## src/design/blit_pixel_expand_colorkey_top_assert.svh

```systemverilog
// Assertion macros for the blit pixel expand and color key block.
`ifndef BLIT_PIXEL_EXPAND_COLORKEY_TOP_ASSERT_SVH
`define BLIT_PIXEL_EXPAND_COLORKEY_TOP_ASSERT_SVH

// Check cons in the same cycle as ante.
`define BPXE_ASSERT_NOW(label, clk, rst_n, ante, cons, msg) \
  label: assert property (@(posedge clk) disable iff (!(rst_n)) (ante) |-> (cons)) \
    else $error(msg);

// Check cons in the cycle after ante.
`define BPXE_ASSERT_NEXT(label, clk, rst_n, ante, cons, msg) \
  label: assert property (@(posedge clk) disable iff (!(rst_n)) (ante) |=> (cons)) \
    else $error(msg);

`endif

```

## src/design/bpxe_pkg.sv

```systemverilog
// Shared types and constants of the blit pixel expand and color key block.
`default_nettype none
package bpxe_pkg;

  localparam int unsigned RAW_W  = 32;
  localparam int unsigned CH_W   = 8;
  localparam int unsigned RGB_W  = 3 * CH_W;
  localparam int unsigned SIZE_W = 15;
  localparam int unsigned IDX_W  = 8;
  localparam int unsigned ADDR_W = 5;
  localparam int unsigned DATA_W = 32;

  // Reciprocal scaling: floor(x * 255 / d) = (x * 255 * ceil(2^S / d)) >> S
  localparam int unsigned SCALE_SHIFT = 23;
  localparam logic [31:0] R5_MULT = 32'(255 * ((2 ** SCALE_SHIFT + 30) / 31));
  localparam logic [31:0] G6_MULT = 32'(255 * ((2 ** SCALE_SHIFT + 62) / 63));

  typedef enum logic [1:0] {
    DEPTH_8  = 2'd0,
    DEPTH_16 = 2'd1,
    DEPTH_24 = 2'd2,
    DEPTH_32 = 2'd3
  } bpxe_depth_e;

  typedef enum logic {
    REQ_PIXEL   = 1'b0,
    REQ_PALETTE = 1'b1
  } bpxe_req_e;

  typedef enum logic [2:0] {
    REG_PIXEL_DEPTH    = 3'd0,
    REG_FILL_MODE      = 3'd1,
    REG_KEY_ENABLE     = 3'd2,
    REG_KEY_LOW        = 3'd3,
    REG_KEY_HIGH       = 3'd4,
    REG_SURFACE_WIDTH  = 3'd5,
    REG_SURFACE_HEIGHT = 3'd6,
    REG_PALETTE_MODE   = 3'd7
  } bpxe_reg_e;

  typedef struct packed {
    bpxe_depth_e        depth;
    logic               fill;
    logic               key_en;
    logic [RAW_W-1:0]   key_lo;
    logic [RAW_W-1:0]   key_hi;
    logic [SIZE_W-1:0]  width;
    logic [SIZE_W-1:0]  height;
    logic               pal_mode;
  } bpxe_cfg_t;

  typedef struct packed {
    logic             keep;
    logic             pal_hit;
    logic [RGB_W-1:0] raw_rgb;
    logic [CH_W-1:0]  r565;
    logic [CH_W-1:0]  g565;
    logic [CH_W-1:0]  b565;
  } bpxe_s2_t;

endpackage
`default_nettype wire

```

## src/design/bpxe_expand.sv

```systemverilog
// Output stage: color selection by source depth and result register.
`default_nettype none
module bpxe_expand (
  input  wire logic                       clk_i,
  input  wire logic                       adv3_i,
  input  wire bpxe_pkg::bpxe_cfg_t        cfg_i,
  input  wire bpxe_pkg::bpxe_s2_t         s2_i,
  input  wire logic [bpxe_pkg::RGB_W-1:0] pal_rgb_i,
  output logic                            written_o,
  output logic      [bpxe_pkg::CH_W-1:0]  red_o,
  output logic      [bpxe_pkg::CH_W-1:0]  green_o,
  output logic      [bpxe_pkg::CH_W-1:0]  blue_o
);
  import bpxe_pkg::*;

  logic            written_d, written_q;
  logic [CH_W-1:0] red_d, red_q;
  logic [CH_W-1:0] green_d, green_q;
  logic [CH_W-1:0] blue_d, blue_q;
  logic [CH_W-1:0] grey;

  always_comb begin
    grey      = s2_i.raw_rgb[CH_W-1:0];
    written_d = s2_i.keep;
    red_d     = '0;
    green_d   = '0;
    blue_d    = '0;
    if (s2_i.keep) begin
      case (cfg_i.depth) inside
        DEPTH_8: begin
          if (!cfg_i.pal_mode) begin
            red_d   = grey;
            green_d = grey;
            blue_d  = grey;
          end else if (s2_i.pal_hit) begin
            red_d   = pal_rgb_i[2*CH_W +: CH_W];
            green_d = pal_rgb_i[CH_W +: CH_W];
            blue_d  = pal_rgb_i[0 +: CH_W];
          end
        end
        DEPTH_16: begin
          red_d   = s2_i.r565;
          green_d = s2_i.g565;
          blue_d  = s2_i.b565;
        end
        DEPTH_24, DEPTH_32: begin
          red_d   = s2_i.raw_rgb[2*CH_W +: CH_W];
          green_d = s2_i.raw_rgb[CH_W +: CH_W];
          blue_d  = s2_i.raw_rgb[0 +: CH_W];
        end
        default: begin
          red_d   = '0;
          green_d = '0;
          blue_d  = '0;
        end
      endcase
    end
  end

  always_ff @(posedge clk_i) begin
    if (adv3_i) begin
      written_q <= written_d;
      red_q     <= red_d;
      green_q   <= green_d;
      blue_q    <= blue_d;
    end
  end

  assign written_o = written_q;
  assign red_o     = red_q;
  assign green_o   = green_q;
  assign blue_o    = blue_q;

endmodule
`default_nettype wire
```

## config.mk

```make
export PLATFORM = sky130hd
export DESIGN_NAME = bpxe_expand
export DESIGN_NICKNAME = d
export VERILOG_FILES = /design/src/design/blit_pixel_expand_colorkey_top_assert.svh /design/src/design/bpxe_pkg.sv /design/src/design/bpxe_expand.sv
export SDC_FILE = /design/constraint.sdc
export NUM_CORES = 1
export LEC_CHECK = 0
export BUFFER_PORTS_ARGS = -buffer_cell sky130_fd_sc_hd__buf_2
export CAP_MARGIN = 40
export CELL_PAD_IN_SITES_DETAIL_PLACEMENT = 1
export CELL_PAD_IN_SITES_GLOBAL_PLACEMENT = 1
export CORE_MARGIN = 1.5
export CORE_UTILIZATION = 22
export CTS_BUF_LIST = sky130_fd_sc_hd__clkbuf_4 sky130_fd_sc_hd__clkbuf_8 sky130_fd_sc_hd__clkbuf_16
export CTS_CLUSTER_SIZE = 40
export DETAILED_ROUTE_END_ITERATION = 8
export PLACE_DENSITY_LB_ADDON = 0.1
export SLEW_MARGIN = 5
export SYNTH_ARGS = -nofsm -noshare
export SYNTH_HDL_FRONTEND = slang
export SYNTH_SLANG_ARGS = --single-unit
export TNS_END_PERCENT = 100
```

## constraint.sdc

```tcl
create_clock -name clk_i -period 1.7 [get_ports clk_i]
set_input_delay 0.34 -clock clk_i [delete_from_list [all_inputs] [get_ports clk_i]]
set_output_delay 0.34 -clock clk_i [all_outputs]
set_load 0.005 [all_outputs]
```

After elaboration in Yosys (flattened, before gate mapping)
Cells that the tools add are included.
Storage, ports and cells
  memories kept: 0
  RAM bits: 0
  output and inout bits: 25
  word-level logic and storage cells: 24
  bits in registers: 25
  memory bits (read-only): 0
  bits in latches: 0
Operators by class
  add/sub/neg operators: 0
  multiply operators: 0
  reduce and logical (&&, ||, !) cells: 2
  $lt $le $gt $ge: 0
  shift operators: 0
  divide/modulo/power cells: 0
  equality and inequality tests: 3
  bitwise gates (word level): 0
  mux-type cells: 15
Operators by type and width (count)
  8-bit two-way mux: 15
  2-bit equality test, second input constant: 2
  2-bit by 1-bit equality test with 1-bit output, second input constant: 1
  2-bit logical NOT: 1
  2-bit OR reduction: 1

Longest topological paths before layout
  word-level depth: 5
  mapped depth: 5
  gate-level depth less buffers: 3

Least setup slack after synthesis
No wires, ideal clock.
  kind: input to register
  start point: input port cfg_i[98] (netlist name)
  end point: register blue_q[0], in the netlist blue_o[0] (data pin)
  setup time: 0.260 ns
  cell stages on the path: 5
  arrival time: 1.022 ns
  setup slack: 0.417 ns
  path buffers: 2
  cells stage by stage: buf_4 > nor2_4 > clkbuf_1 > and3_1 > nor3_2
Between the ends
  cells in the longest elaborated chain, start to end: 5
  elaborated cells between the ends (all ways): 8
  those cells by class: 3 x eq/ne; 3 x mux; 2 x reduce/logical
Ends and longest elaborated chain
  start: declaration: line bpxe_expand.sv:6  | input wire bpxe_pkg::bpxe_cfg_t cfg_i,
  2-bit equality test (no line)
  2-bit OR reduction: line bpxe_expand.sv:29  | case (cfg_i.depth) inside
  8-bit two-way mux (2 in a row): line bpxe_expand.sv:29
  8-bit two-way mux (*): line bpxe_expand.sv:29
  end signal: assignment: line bpxe_expand.sv:65  | blue_q <= blue_d;
  end: declaration: line bpxe_expand.sv:19  | logic [CH_W-1:0] blue_d, blue_q;
Mark *: on every way between the ends. The rest lies on a longest branch, timed or not.
A chain may end at the register's enable or synchronous reset.

Worst setup path after layout
  start point: input port cfg_i[97] (netlist name)
  end point: register red_q[4], in the netlist red_o[4] (data pin)
Between the ends
  cells in the longest elaborated chain, start to end: 5
  elaborated cells between the ends (all ways): 8
  those cells by class: 3 x eq/ne; 3 x mux; 2 x reduce/logical
Ends and longest elaborated chain
  2-bit equality test (no line)
  2-bit OR reduction: line bpxe_expand.sv:29
  8-bit two-way mux (2 in a row): line bpxe_expand.sv:29
  8-bit two-way mux (*): line bpxe_expand.sv:29
  end signal: assignment: line bpxe_expand.sv:63  | red_q <= red_d;
  end: declaration: line bpxe_expand.sv:17  | logic [CH_W-1:0] red_d, red_q;
Marked as above.

==> results by stage <==
Global route:
- The pin count of the biggest net entering global routing is 33.
- The initial antenna violation count is 2.
- The number of global-route vias before repair is about 1,800.
- After global routing the overflow that remains totals 0.
- In the global route stage, overall resource usage came out at 15.5%.
- The wire length of the first global-routing pass is between 10,000 and 15,000 µm.

Floorplanning:
- The floorplan die height is just over 90 µm.
- The core region is 7690 µm².
- For this design the top-level I/O count stands at 200.
- Measured along the x axis, the die boundary spans a little over 90 µm.
- The die covers roughly 8400 µm².
- The cell row count is 32.
- The initial core utilization is 22.5%.

Routing:
- In the routed design, unresolved DRC markers number 0.
- The count of nets left with antenna violations once routing finished came out at 0.
- The routed layout has 1,756 vias.
- The number of vias per cell is 4.67.
- Before antenna repair, the detailed router went through 4 iterations.
- The total detailed-routing wirelength is 6510 µm.
- For this block, the initial DRC count from the detailed router was 63.
- Dividing the detail-routed wire length by the instance count gives 17.3 µm.

Finish:
- The share of layout cells above drive strength 1 is 52.4%.
- In the layout the commonest cells are sky130_fd_sc_hd__buf_2, sky130_fd_sc_hd__edfxtp_1.
- The fill cell total of the finished layout is 926.
- Compared with the post-synthesis result, the final layout area differs by 40.2%.
- The library cell used most frequently in the layout, excluding fill and tap cells, is sky130_fd_sc_hd__buf_2.
- The number of nets in the finished design is 449.
- At the end of the flow the core is filled with cells to 31.6%.

Timing:
- Setup violations remaining at the end of the flow were counted as 0.
- The number of failing hold endpoints at the final stage is 0.
- Headroom to the max-slew limit came out at 68.3%.
- Setup repair after global routing left no endpoint under its margin.
- The post-route clock period utilization is 69.2%.
- For this run, the top clock speed supported by timing is 849 MHz.
- The final critical path time including I/O delays and setup is 1180 ps.
- The pin slew with the least headroom to its limit is 475 ps.
- The count of final max-slew check failures is 0.
- For the final routed database, the setup TNS stands at 0 ps.

Clock tree:
- Clock-pin slew was measured on the worst setup and hold paths at approximately 100 ps.
- CTS saw 25 sinks.
- TritonCTS built the clock tree.
- The library cell used as clock root buffer is sky130_fd_sc_hd__clkbuf_8.
- In this run, post-CTS hold repair placed 0 buffers.
- The number of buffers added by the clock tree synthesis step is 3.
- The number of setup buffers added after CTS is 0.
- CTS built an H-tree with a depth of 1.
- Counting along the longest clock path gives a buffer depth of 2.
- The number of gates resized after CTS was 0.

Pwr:
- The internal power summed over all cells is 0.00110 W.
- The maximum VDD drop is 0.000341 V.
- The part of the power in combinational logic is 25.6%.
- The switching power is 0.000444 W.
- The proportion of power drawn by flip-flops and latches is 49.0%.
- The leakage dissipation is 1.08 nW.
- The switching power share of the total is 28.8%.
- The power per cell area is 636 nW/µm².
- Power comes to 0.00154 W.
- The fraction of power consumed by the clock network is 25.4%.

Placement:
- The total half-perimeter wirelength after legalization and detailed placement is 4900 µm.
- The global placer's final weighted congestion is 0.758.
- Buffers placed on the I/O ports in this run total between 100 and 150.

Worst hold path:
- The path class of the tightest hold or removal check is input port to flip-flop.

Flow run:
- The max-cap check violation count is 0.

Critical path:
- The start-to-end type of the worst setup path is input port to flip-flop.
- For the worst setup path, the data arrival time is ~1200 ps.
- Along the worst path, the maximum fanout reaches 15.
- STA classifies the critical path startpoint as an input port.
- The worst setup path is captured at a flip-flop.
- For the worst setup path, the data required time is 1740 ps.

Synth:
- The sequential fraction of the synthesis area is 43.4%.
- The number of nets in the synthesized netlist is 346.
- For this run, the number of Yosys warnings is 0.
- The count of mapped cells out of synthesis is 171.
- The average instance area after synthesis is 10.1 µm².
- The post-synthesis sequential element count is 25.
- The mapped netlist covers 1730 µm².
- After synthesis, the netlist uses 13 different library cells.

Run status:
- The flow ran to the end, and the final reports show no timing, DRC or antenna violations.
==> registers in the layout, summed over array words and instances (netlist names) <==
signal / cells
blue_o: 8
green_o: 8
red_o: 8
written_o: 1
==> routing by layer <==
layer | vias up | wire, µm | global-route usage [%]
met5 | - | 12 | 0
met4 | 2 | 32 | 2.47
met3 | 4 | 682 | 6.30
met2 | 80 | 2690 | 23.1
met1 | 821 | 3090 | 21.3
li1 | 849 | - | -
==> Yosys cell counts, drive strengths merged <==
master | instances | area share [%]
nor3 | 24 | 14
nor2 | 1 | 0.65
buf | 6 | 3.7
o21ai | 24 | 6.9
inv | 1 | 0.22
nand2b | 8 | 2.9
clkbuf | 10 | 2.3
nor3b | 24 | 10
nand3 | 24 | 6.9
and3 | 24 | 8.7
edfxtp | 25 | 43
==> power by group through the flow <==
stage                     logic [W]  registers [W]  clock network [W]
after floorplan            0.000168       0.000780                  0
after global placement     0.000402       0.000770                  0
after detailed placement   0.000403       0.000770                  0
after CTS                  0.000404       0.000757           0.000414
after global routing       0.000440       0.000762           0.000423
final                      0.000395       0.000756           0.000391
==> critical path: stages <==
cell                     delay (ps)
sky130_fd_sc_hd__buf_2          210
sky130_fd_sc_hd__nor2_4         220
sky130_fd_sc_hd__buf_4          190
sky130_fd_sc_hd__and3_1         200
sky130_fd_sc_hd__nor3_2          60
==> path summary, 6_finish.rpt <==
| kind | startpoint | to | slack [ps] | depth (start not counted) |
|---|---|---|---|---|
| worst max-delay path | cfg_i[97] | red_o[4] | 520 | 5 |
| worst min-delay path | s2_i[8] | green_o[0] | 420 | 3 |
==> cell type report <==
type / count / area (µm²) / area share [%]
Inverter: 1 / 3.75 / 0.155
Multi-Input combinational cell: 129 / 872 / 35.9
Sequential cell: 25 / 751 / 30.9
Clock inverter: 1 / 5.00 / 0.206
Antenna cell: 1 / 2.50 / 0.103
Timing Repair Buffer: 114 / 623 / 25.7
Clock buffer: 3 / 41.3 / 1.70
Tap cell: 102 / 128 / 5.26
==> stage by stage <==
stage | hold WS [ps] | instances | area, µm² | setup WS, ps
after detailed placement | 717 | 371 | 2380 | 205
after global routing | 430 | 375 | 2420 | 471
final | 424 | 376 | 2430 | 523
after CTS | 414 | 375 | 2420 | 506
after global placement | 713 | 371 | 2380 | 218
after floorplan | 439 | 171 | 1730 | 417
==> cells by family (layout without fill, tap and decap cells) <==
family          Yosys count  count (layout)  share of synthesized area, %
compound gates           24              24                          6.94
buf+inv                  17             119                          6.22
flops                    25              25                          43.4
other cells               0               1                             0
simple gates            105             105                          43.5
No activity file was read; power rests on OpenSTA's default activity.
